==> config.mk <==
export PLATFORM = sky130hd
export DESIGN_NAME = min_tracking_stack
export DESIGN_NICKNAME = d
export VERILOG_FILES = /design/src/rtl/core/mts_pkg.sv /design/src/rtl/core/mts_ram.sv /design/src/rtl/core/min_tracking_stack.sv
export SDC_FILE = /design/constraint.sdc
export NUM_CORES = 2
export LEC_CHECK = 0
export ABC_AREA = 1
export BUFFER_PORTS_ARGS = -buffer_cell sky130_fd_sc_hd__buf_2
export CAP_MARGIN = 25
export CORE_MARGIN = 2
export CORE_UTILIZATION = 60
export DETAILED_ROUTE_END_ITERATION = 6
export PLACE_DENSITY = 0.77
export SYNTH_ARGS = -nofsm -noshare
export SYNTH_HDL_FRONTEND = slang
export SYNTH_SLANG_ARGS = --single-unit
==> constraint.sdc <==
create_clock -name clk -period 7.65 [get_ports clk]
set_input_delay 1.1475 -clock clk [delete_from_list [all_inputs] [get_ports clk]]
set_output_delay 1.1475 -clock clk [all_outputs]
set_load 0.02 [all_outputs]
==> src/rtl/core/mts_pkg.sv <==
`default_nettype none

package mts_pkg;

    localparam int DEPTH_DEFAULT = 16;

    localparam int VALUE_W  = 32;
    localparam int KIND_W   = 2;
    localparam int STATUS_W = 2;
    localparam int COUNT_W  = 5;

    // result tdata: popped, is_empty, top, min, count, zero pad to bytes
    localparam int RES_BITS   = VALUE_W + 1 + VALUE_W + VALUE_W + COUNT_W;
    localparam int RES_DATA_W = ((RES_BITS + 7) / 8) * 8;
    localparam int IN_DATA_W  = VALUE_W;

    typedef enum logic [KIND_W-1:0] {
        KIND_PUSH = 2'd0,
        KIND_POP  = 2'd1,
        KIND_PEEK = 2'd2
    } kind_t;

    typedef enum logic [STATUS_W-1:0] {
        STATUS_OK        = 2'd0,
        STATUS_OVERFLOW  = 2'd1,
        STATUS_UNDERFLOW = 2'd2
    } status_t;

endpackage

`default_nettype wire

==> src/rtl/core/mts_ram.sv <==
`default_nettype none

// Simple dual-port RAM, one write port, one read port, registered read.
module mts_ram #(
    parameter int WIDTH  = 64,
    parameter int DEPTH  = 16,
    parameter int ADDR_W = (DEPTH > 1) ? $clog2(DEPTH) : 1
) (
    input  wire logic              clk,
    input  wire logic              we,
    input  wire logic [ADDR_W-1:0] waddr,
    input  wire logic [WIDTH-1:0]  wdata,
    input  wire logic              re,
    input  wire logic [ADDR_W-1:0] raddr,
    output logic      [WIDTH-1:0]  rdata
);

    logic [WIDTH-1:0] mem [DEPTH];

    always_ff @(posedge clk)
    begin
        if (we)
        begin
            mem[waddr] <= wdata;
        end
        if (re)
        begin
            rdata <= mem[raddr];
        end
    end

endmodule

`default_nettype wire

==> src/rtl/core/min_tracking_stack.sv <==
`default_nettype none

// Bounded LIFO of signed 32-bit values with running-minimum tracking.
// Each input transfer is a push, pop or peek (kind on s_axis_tuser, kind 3
// acts as a peek) and yields exactly one result transfer carrying status
// (on m_axis_tuser), the popped value, and the empty flag, top, minimum and
// count after the operation. The top entry and its minimum live in
// registers; the entries below it sit in one RAM word each (value plus the
// minimum at that level). Push, peek, errors and a pop that empties the
// stack are answered from the registers; a pop that exposes a stored
// entry waits in ST_LOAD for the registered RAM read. Items are handled
// one at a time. The result sits in an output register, so a new item is
// taken in the same cycle that the previous result is taken. Overflow and
// underflow leave the state untouched. There is no clearing pass over the
// RAM after reset; only the registers reset.
module min_tracking_stack
    import mts_pkg::*;
#(
    parameter int DEPTH = DEPTH_DEFAULT
) (
    input  wire logic                  clk,
    input  wire logic                  rst_n,

    input  wire logic                  s_axis_tvalid,
    output logic                       s_axis_tready,
    input  wire logic [IN_DATA_W-1:0]  s_axis_tdata,  // [31:0] value
    input  wire logic [KIND_W-1:0]     s_axis_tuser,  // [1:0] kind

    output logic                       m_axis_tvalid,
    input  wire logic                  m_axis_tready,
    // [31:0] popped_value, [32] is_empty, [64:33] top_value,
    // [96:65] min_value, [101:97] entry_count, upper bits zero
    output logic      [RES_DATA_W-1:0] m_axis_tdata,
    output logic      [STATUS_W-1:0]   m_axis_tuser   // [1:0] status
);

    localparam int CW     = $clog2(DEPTH + 1);
    localparam int ADDR_W = (DEPTH > 1) ? $clog2(DEPTH) : 1;
    localparam int MEM_W  = 2 * VALUE_W;

    typedef enum logic {
        ST_IDLE,
        ST_LOAD
    } state_t;

    // pack one result word
    function automatic logic [RES_DATA_W-1:0] pack_result(
        input logic [VALUE_W-1:0] popped,
        input logic [CW-1:0]      cnt,
        input logic [VALUE_W-1:0] topv,
        input logic [VALUE_W-1:0] minv
    );
        logic [CW+4:0]            cnt_ext;
        logic                     empty;
        logic [RES_DATA_W-1:0]    res;
        cnt_ext = (CW+5)'(cnt);
        empty   = (cnt == '0);
        res     = '0;
        res[VALUE_W-1:0]                        = popped;
        res[VALUE_W]                            = empty;
        res[2*VALUE_W:VALUE_W+1]                = empty ? '0 : topv;
        res[3*VALUE_W:2*VALUE_W+1]              = empty ? '0 : minv;
        res[3*VALUE_W+COUNT_W:3*VALUE_W+1]      = cnt_ext[COUNT_W-1:0];
        return res;
    endfunction

    state_t                state_reg,      state_next;
    logic [CW-1:0]         count_reg,      count_next;
    logic [VALUE_W-1:0]    top_val_reg,    top_val_next;
    logic [VALUE_W-1:0]    top_min_reg,    top_min_next;
    logic [VALUE_W-1:0]    popped_reg,     popped_next;
    logic                  out_valid_reg,  out_valid_next;
    logic [STATUS_W-1:0]   out_status_reg, out_status_next;
    logic [RES_DATA_W-1:0] out_data_reg,   out_data_next;

    logic                  ram_we;
    logic [ADDR_W-1:0]     ram_waddr;
    logic [MEM_W-1:0]      ram_wdata;
    logic                  ram_re;
    logic [ADDR_W-1:0]     ram_raddr;
    logic [MEM_W-1:0]      ram_rdata;

    logic                  accept;
    logic [KIND_W-1:0]     in_kind;
    logic [VALUE_W-1:0]    in_value;
    logic [CW-1:0]         count_dec1;
    logic [CW-1:0]         count_dec2;
    logic [CW-1:0]         count_inc;
    logic                  is_full;
    logic [VALUE_W-1:0]    push_min;

    assign in_kind  = s_axis_tuser;
    assign in_value = s_axis_tdata[VALUE_W-1:0];

    // one item in flight; output slot must be free or draining this cycle
    assign s_axis_tready = (state_reg == ST_IDLE) && (!out_valid_reg || m_axis_tready);
    assign accept        = s_axis_tvalid && s_axis_tready;

    assign count_dec1 = count_reg - CW'(1);
    assign count_dec2 = count_reg - CW'(2);
    assign count_inc  = count_reg + CW'(1);
    assign is_full    = (count_reg == CW'(DEPTH));

    // bottom entry's minimum is its own value
    assign push_min = ((count_reg == '0) || ($signed(in_value) < $signed(top_min_reg)))
                      ? in_value : top_min_reg;

    // old top goes to the RAM on push; entry below top comes back on pop
    assign ram_waddr = count_dec1[ADDR_W-1:0];
    assign ram_wdata = {top_min_reg, top_val_reg};
    assign ram_raddr = count_dec2[ADDR_W-1:0];

    always_comb
    begin
        state_next      = state_reg;
        count_next      = count_reg;
        top_val_next    = top_val_reg;
        top_min_next    = top_min_reg;
        popped_next     = popped_reg;
        out_valid_next  = out_valid_reg && !m_axis_tready;
        out_status_next = out_status_reg;
        out_data_next   = out_data_reg;
        ram_we          = 1'b0;
        ram_re          = 1'b0;

        case (state_reg)
            ST_IDLE:
            begin
                if (accept)
                begin
                    case (in_kind)
                        KIND_PUSH:
                        begin
                            out_valid_next = 1'b1;
                            if (is_full)
                            begin
                                out_status_next = STATUS_OVERFLOW;
                                out_data_next   = pack_result('0, count_reg,
                                                              top_val_reg, top_min_reg);
                            end
                            else
                            begin
                                ram_we          = (count_reg != '0);
                                top_val_next    = in_value;
                                top_min_next    = push_min;
                                count_next      = count_inc;
                                out_status_next = STATUS_OK;
                                out_data_next   = pack_result('0, count_inc,
                                                              in_value, push_min);
                            end
                        end
                        KIND_POP:
                        begin
                            if (count_reg == '0)
                            begin
                                out_valid_next  = 1'b1;
                                out_status_next = STATUS_UNDERFLOW;
                                out_data_next   = pack_result('0, count_reg,
                                                              top_val_reg, top_min_reg);
                            end
                            else if (count_reg == CW'(1))
                            begin
                                count_next      = '0;
                                out_valid_next  = 1'b1;
                                out_status_next = STATUS_OK;
                                out_data_next   = pack_result(top_val_reg, '0,
                                                              top_val_reg, top_min_reg);
                            end
                            else
                            begin
                                // new top must be fetched from the RAM
                                ram_re      = 1'b1;
                                popped_next = top_val_reg;
                                count_next  = count_dec1;
                                state_next  = ST_LOAD;
                            end
                        end
                        default:
                        begin
                            out_valid_next  = 1'b1;
                            out_status_next = STATUS_OK;
                            out_data_next   = pack_result('0, count_reg,
                                                          top_val_reg, top_min_reg);
                        end
                    endcase
                end
            end
            ST_LOAD:
            begin
                top_val_next    = ram_rdata[VALUE_W-1:0];
                top_min_next    = ram_rdata[MEM_W-1:VALUE_W];
                out_valid_next  = 1'b1;
                out_status_next = STATUS_OK;
                out_data_next   = pack_result(popped_reg, count_reg,
                                              ram_rdata[VALUE_W-1:0],
                                              ram_rdata[MEM_W-1:VALUE_W]);
                state_next      = ST_IDLE;
            end
            default:
            begin
                state_next = ST_IDLE;
            end
        endcase
    end

    always_ff @(posedge clk or negedge rst_n)
    begin
        if (!rst_n)
        begin
            state_reg      <= ST_IDLE;
            count_reg      <= '0;
            top_val_reg    <= '0;
            top_min_reg    <= '0;
            popped_reg     <= '0;
            out_valid_reg  <= 1'b0;
            out_status_reg <= STATUS_OK;
            out_data_reg   <= '0;
        end
        else
        begin
            state_reg      <= state_next;
            count_reg      <= count_next;
            top_val_reg    <= top_val_next;
            top_min_reg    <= top_min_next;
            popped_reg     <= popped_next;
            out_valid_reg  <= out_valid_next;
            out_status_reg <= out_status_next;
            out_data_reg   <= out_data_next;
        end
    end

    assign m_axis_tvalid = out_valid_reg;
    assign m_axis_tdata  = out_data_reg;
    assign m_axis_tuser  = out_status_reg;

    mts_ram #(
        .WIDTH  (MEM_W),
        .DEPTH  (DEPTH),
        .ADDR_W (ADDR_W)
    ) u_ram (
        .clk   (clk),
        .we    (ram_we),
        .waddr (ram_waddr),
        .wdata (ram_wdata),
        .re    (ram_re),
        .raddr (ram_raddr),
        .rdata (ram_rdata)
    );

    // fill count stays within the stack bound
    assert property (@(posedge clk) disable iff (!rst_n)
        count_reg <= CW'(DEPTH))
        else $error("fill count beyond depth");

    // the RAM read cycle of a pop always finds the output slot free
    assert property (@(posedge clk) disable iff (!rst_n)
        state_reg == ST_LOAD |-> !out_valid_reg)
        else $error("output slot busy during pop fetch");

    // a pop fetch is only started with at least two entries held
    assert property (@(posedge clk) disable iff (!rst_n)
        ram_re |-> count_reg >= CW'(2))
        else $error("RAM read with fewer than two entries");

    // underflow reports an empty stack and nothing popped
    assert property (@(posedge clk) disable iff (!rst_n)
        (out_valid_reg && out_status_reg == STATUS_UNDERFLOW)
            |-> (out_data_reg[VALUE_W] && out_data_reg[VALUE_W-1:0] == '0))
        else $error("underflow result not empty");

    // reported minimum never exceeds reported top
    assert property (@(posedge clk) disable iff (!rst_n)
        (out_valid_reg && !out_data_reg[VALUE_W])
            |-> ($signed(out_data_reg[3*VALUE_W:2*VALUE_W+1])
                 <= $signed(out_data_reg[2*VALUE_W:VALUE_W+1])))
        else $error("minimum above top");

endmodule

`default_nettype wire

Word level (Yosys, flattened, before mapping). Memories as Yosys holds them, arrays and structs flattened. A register that Yosys moved wholly into a read port is not among the register bits. Cells that the tools add are included.

Bits in registers: 209. RAM bits: 1024. ROM bits: 0. Memories kept: 1. Bits in latches: 0. Word-level logic and storage cells: 89. Input port bits: 38. Output and inout port bits: 108.

Add/subtract/negate cells: 3. Shifts and indexed selects: 0. Order comparisons: 1. Equal/unequal tests: 9. Mux-type cells: 48. Reduce and logical (&&, ||, !) cells: 16. Bitwise gates (word level): 3. Multipliers: 0. Div/mod/pow operators: 0.

Memory list: u_ram.mem (depth 16, bits a word 64, read ports 1, clocked after Yosys merged registers in 1, wr ports 1, RTL line mts_ram.sv:18) `logic [WIDTH-1:0] mem [DEPTH];`.

Operators with widths (count): two-way mux 32 bit (13); one-hot mux 104 bit (2 select lines) (2); two-way mux 104 bit (3); one-hot mux 32 bit (2 select lines) (2); two-way mux 102 bit (1); less-than comparator 32 bit (1); two-way mux 1 bit (16); two-way mux 5 bit (3); logical NOT 5 bit (2); one-hot mux 5 bit (2 select lines) (1); AND reduction 5 bit (2); inequality test 2 bit, second input constant (4); one-hot mux 2 bit (2 select lines) (2); two-way mux 2 bit (3); adder 5 x 1 -> 5 bit, second input constant (1); equality test 5 x 1 -> 1 bit, second input constant (1); equality test 5 bit, second input constant (1); nonzero test 5 bit (1); subtractor 5 x 1 -> 5 bit, second input constant (1); inequality test 4 bit, second input constant (1); one-hot mux 1 bit (2 select lines) (2); subtractor 4 x 2 -> 4 bit, second input constant (1); logical AND 1 bit (3); NOT 1 bit (3); other kinds (8) (10).

Longest topological paths before layout.
Depth in word-level cells: 8. Mapped depth: 20. Mapped depth without buffers: 19.

By module. Synthesis repeated with hierarchy kept, for this count alone.

Cells, all modules: 5679. Area, all modules: 57781.7 um^2.

By module, submodules not included: mts_ram (cells an instance 4210, instances 1, area each 45926.5 um^2, seq. area each 32671.3 um^2); min_tracking_stack (cells an instance 1469, instances 1, area each 11855.1 um^2, seq. area each 5180.0 um^2).

Worst setup path before layout. Ideal clock, no wire load.

Path kind: input to register. Start point: input port m_axis_tready. End point: register popped_reg[10]. Path slack: 2292 ps. Required time: 7520 ps. Buffers on the path: 1. Library setup time: 130 ps. Arrival: 5228 ps. Cell stages on the path: 8. Cell sequence: nor2_1 > nor2_1 > nand2_1 > nor2_1 > inv_2 > clkbuf_1 > nand2_1 > o21ai_0.

Cells in the longest elaborated chain, start to end: 4.

RTL lines: start, declared (RTL line min_tracking_stack.sv:30) `input wire logic m_axis_tready,`; logical OR 1 bit (RTL line min_tracking_stack.sv:96) `assign s_axis_tready = (state_reg == ST_IDLE) && (!out_valid_reg || m_axis_tready);`; logical AND 1 bit (RTL line min_tracking_stack.sv:96); via s_axis_tready (RTL line min_tracking_stack.sv:25) `output logic s_axis_tready,`; logical AND 1 bit (RTL line min_tracking_stack.sv:97) `assign accept = s_axis_tvalid && s_axis_tready;`; AND reduction 5 bit (no source line); end signal, assigned (RTL line min_tracking_stack.sv:225) `popped_reg <= popped_next;`; end, declared (RTL line min_tracking_stack.sv:71) `logic [VALUE_W-1:0] popped_reg, popped_next;`.

The timed path passes the listed nets, and every way through them passes these cells. A chain may end at the register's enable or synchronous reset.

Final worst setup path.
Start point: register count_reg[0]. End point: memory u_ram.mem[7][39] (enable).

Cells in the longest elaborated chain, start to end: 7. Elaborated cells between the ends (all ways): 9. Those cells by class: add/sub: 1; eq/ne: 1; mux: 6; reduce/logical: 1.

RTL lines: start, declared (RTL line min_tracking_stack.sv:68) `logic [CW-1:0] count_reg, count_next;`; start signal, assigned (RTL line min_tracking_stack.sv:222) `count_reg <= count_next;`; equality test 5 bit / nonzero test 5 bit (equally long branches) (RTL line min_tracking_stack.sv:102, min_tracking_stack.sv:143); two-way mux 1 bit (RTL line min_tracking_stack.sv:135) `if (is_full)`; two-way mux 1 bit (RTL line min_tracking_stack.sv:131) `case (in_kind)`; two-way mux 1 bit (RTL line min_tracking_stack.sv:129) `if (accept)`; two-way mux 1 bit (RTL line min_tracking_stack.sv:126) `case (state_reg)`; two-way mux 1 bit (RTL line mts_ram.sv:22) `if (we)`; two-way mux 1 bit (not written as such) (RTL line mts_ram.sv:24) `mem[waddr] <= wdata;`; end, declared (RTL line mts_ram.sv:18).

Several ways; a longest one is shown, not always the timed one.

==> metrics <==
post-CTS sizing=0; layout net count=4378; Synth Flop Type=edfxtp_1; Overall Global Routing Usage=0.325; max reg flops=1024; wire per inst=26.6 um; post-DP HPWL=85300 um; CTS Hold Buffers Added=0; Critical Path Fanout Max=100; setup violators final=0; CTS Buf Count=120; setup slack, reg-to-reg=2960 ps; Arr. time, crit path=5000 ps; core area=0.0869 sq mm; Area Overhead vs Synth=10.9%; Sequential Power Share=0.429; largest family of logic cells by synthesized area=compound AO/OA/AOI/OAI gates; RSZ-0062 raised after global routing=false; final hold slack=353 ps; worst skew pair latency=710 ps; critical path class=reg -> reg; Synth area leaders=edfxtp_1 (62%), dfrtp_1 (9.8%), o21ai_0 (6.8%), nor2_1 (4.4%), nand2_1 (3.4%); Initial Util=0.607; Starting DRT DRC Count=5312; fin area=0.0585 sq mm; Critical Path End Type=flip-flop; Post-Synth Simple-Gate Area=0.0933; Tightest Pin Transition=1090 ps; CTS H-tree lvls=3; Synth Instances=4284; Synth Area in Adders=0.00949; Ys Warns=0; RR Startpoint=count_reg[0]$_DFFE_PN0P_; Seq/Total Area, Yosys=0.718; GR Overflow Total=0; TritonRoute pass-1 iters=6; port bufs=143; worst hold path class=in -> async; Root Buffer=clkbuf_16; RD Place Congestion=0.999; fin. max-slew vios=0; IO Pins=146; Clk pwr share=0.242; Max-slew headroom=0.272; clk slew on worst S/H paths=70 ps; Static Leak=20.2 nW; Switch Pwr=0.00982 W; Commonest cells post-synth=edfxtp_1 (1088), o21ai_0 (711), nor2_1 (621); P per Cell Area=423 mW/mm^2; Synth Cell Area=0.0527 sq mm; Startpoint Class=flip-flop; CTS tree=done; top cell type's share of synthesized area=0.620; share of layout cells above drive strength 1=0.100; initial antenna violation count=4; CTS sink count=1295; DRC Markers=0; via count=36300; Post-CTS Setup Inserts=0; TNS Setup=0 ps; ant diodes=0; clk_skew=24.5 ps; cell with the most instances after synthesis=edfxtp_1; Synth Area in XOR/XNOR=0.000665; Max Cap Violations=0; Async S/R FF share, synth=0.160; status=completed; largest net degree at the start of global routing=229; worst vdd ir=0.294 mV; Tcrit/Tclk final=0.613; Die Height=300 um; first-pass GRT wire length=218000 um; mean area per synthesized cell=12.3 sq um; EDFF count, synth=1088; # rows=108; Post-Place Cell Area=0.0544 sq mm; Comb power frac=0.329; Post-Route WL=148000 um; worst setup path start=count_reg[0]$_DFFE_PN0P_; Synth cell types=42; Synth Area in Compound Gates=0.144; largest area contributor in the netlist=edfxtp_1; sw frac=0.397; minimum clock period=4690 ps; total chip power=0.0247 W; final hold vios=0; Required @ worst endpoint=7960 ps; DRT antenna net count=0; Vias/cell=6.54; flops & latches, synth=1295; highest clock rate=213 MHz; post-synthesis mux area share=0; chip width=300 um; Cells after DPL=5328; # fillers=5979; vias in the first global route=34900; internal power=0.0149 W; Die Area=0.0902 sq mm; final non-filler cell total=5556; clk buf depth=3; Largest Register=u_ram.mem
per-layer routing:
layer  up-vias  share of wire  global-route usage
li1      15800              -                   -
met1     17900           0.37               0.430
met2      2284           0.47               0.512
met3       356           0.11              0.0742
met4         8          0.053               0.165
met5         -        0.00035                   0
cells in the final DEF, fill, tap and decap left out, types with 4 or more instances in the layout:
| cell type | netlist | layout |
|---|---|---|
| buf_16 | 0 | 9 |
| a21oi_2 | 7 | 7 |
| o21ai_0 | 711 | 711 |
| o22ai_1 | 90 | 90 |
| a31oi_1 | 10 | 10 |
| ha_1 | 40 | 39 |
| buf_2 | 31 | 142 |
| nor3_1 | 7 | 7 |
| clkinv_1 | 0 | 30 |
| clkinv_2 | 0 | 18 |
| nand2_2 | 4 | 4 |
| clkbuf_1 | 237 | 21 |
| nor2_1 | 621 | 602 |
| dfrtp_1 | 207 | 204 |
| a22oi_1 | 4 | 4 |
| o21ai_1 | 55 | 55 |
| nand4_1 | 30 | 30 |
| buf_4 | 10 | 40 |
| o211ai_1 | 102 | 102 |
| inv_2 | 14 | 11 |
| nor2_2 | 5 | 5 |
| inv_1 | 119 | 117 |
| edfxtp_1 | 1088 | 1088 |
| nor2_4 | 0 | 19 |
| nand3_1 | 85 | 84 |
| a21oi_1 | 58 | 58 |
| a32oi_1 | 27 | 27 |
| nand2_1 | 481 | 481 |
| o221ai_1 | 189 | 189 |
| clkbuf_16 | 0 | 122 |
| bufinv_16 | 0 | 13 |
| inv_6 | 0 | 6 |
| buf_12 | 0 | 12 |
| clkbuf_4 | 0 | 5 |
| clkinvlp_4 | 0 | 6 |
power groups by stage:
stage / registers, W / logic [W] / clock network (W)
finish: 0.0106 / 0.00814 / 0.00598
global route: 0.0107 / 0.00878 / 0.00627
CTS: 0.0106 / 0.00798 / 0.00600
detailed placement: 0.0107 / 0.00792 / 0
global placement: 0.0107 / 0.00771 / 0
floorplan: 0.0104 / 0.00500 / 0
worst paths after layout:
| path | cells after the start | to |
|---|---|---|
| max | 8 | u_ram.mem[7][39]$_DFFE_PP_ |
| min | 1 | top_min_reg[25]$_DFFE_PN0P_ |
| max reg2reg | 8 | u_ram.mem[7][39]$_DFFE_PP_ |
| min reg2reg | 2 | popped_reg[8]$_DFFE_PN0P_ |
| max in group asynchronous | 2 | state_reg$_DFF_PN0_ |
| min in group clk | 2 | popped_reg[8]$_DFFE_PN0P_ |
worst max-delay path, cell delays in order (launching register included):
cell and delay, ps:
dfrtp_4 880, inv_8 380, ha_1 370, nand2_4 130
inv_1 60, nor3_1 440, nand2_1 390, nor2_4 790
buf_4 760
area by class of cell:
cell class | count | area (sq um) | share of cell area
inverters | 133 | 515 | 0.00882
flip-flops and latches | 1295 | 37900 | 0.648
well taps | 1155 | 1450 | 0.0247
clock inverters | 73 | 734 | 0.0126
multi-input cells | 2546 | 13200 | 0.226
repair buffers | 204 | 1510 | 0.0259
clock buffers | 150 | 3200 | 0.0547
per-stage QoR:
step	setup WS, ps	util
2_1_floorplan	2290	-
3_3_place_gp	2620	0.624
3_5_place_dp	3020	0.626
4_1_cts	3000	0.671
5_1_grt	2810	0.673
6_report	2960	0.673
logic make-up after synthesis:
family,count (synthesis)
buffers and inverters,444
other,1
adders and majority gates,40
xor gates and xnor gates,4
DFF,1295
and+or+nand+nor,1239
AOI/OAI and AO/OA,1261
Note: power is estimated with default switching activity, not from simulation.
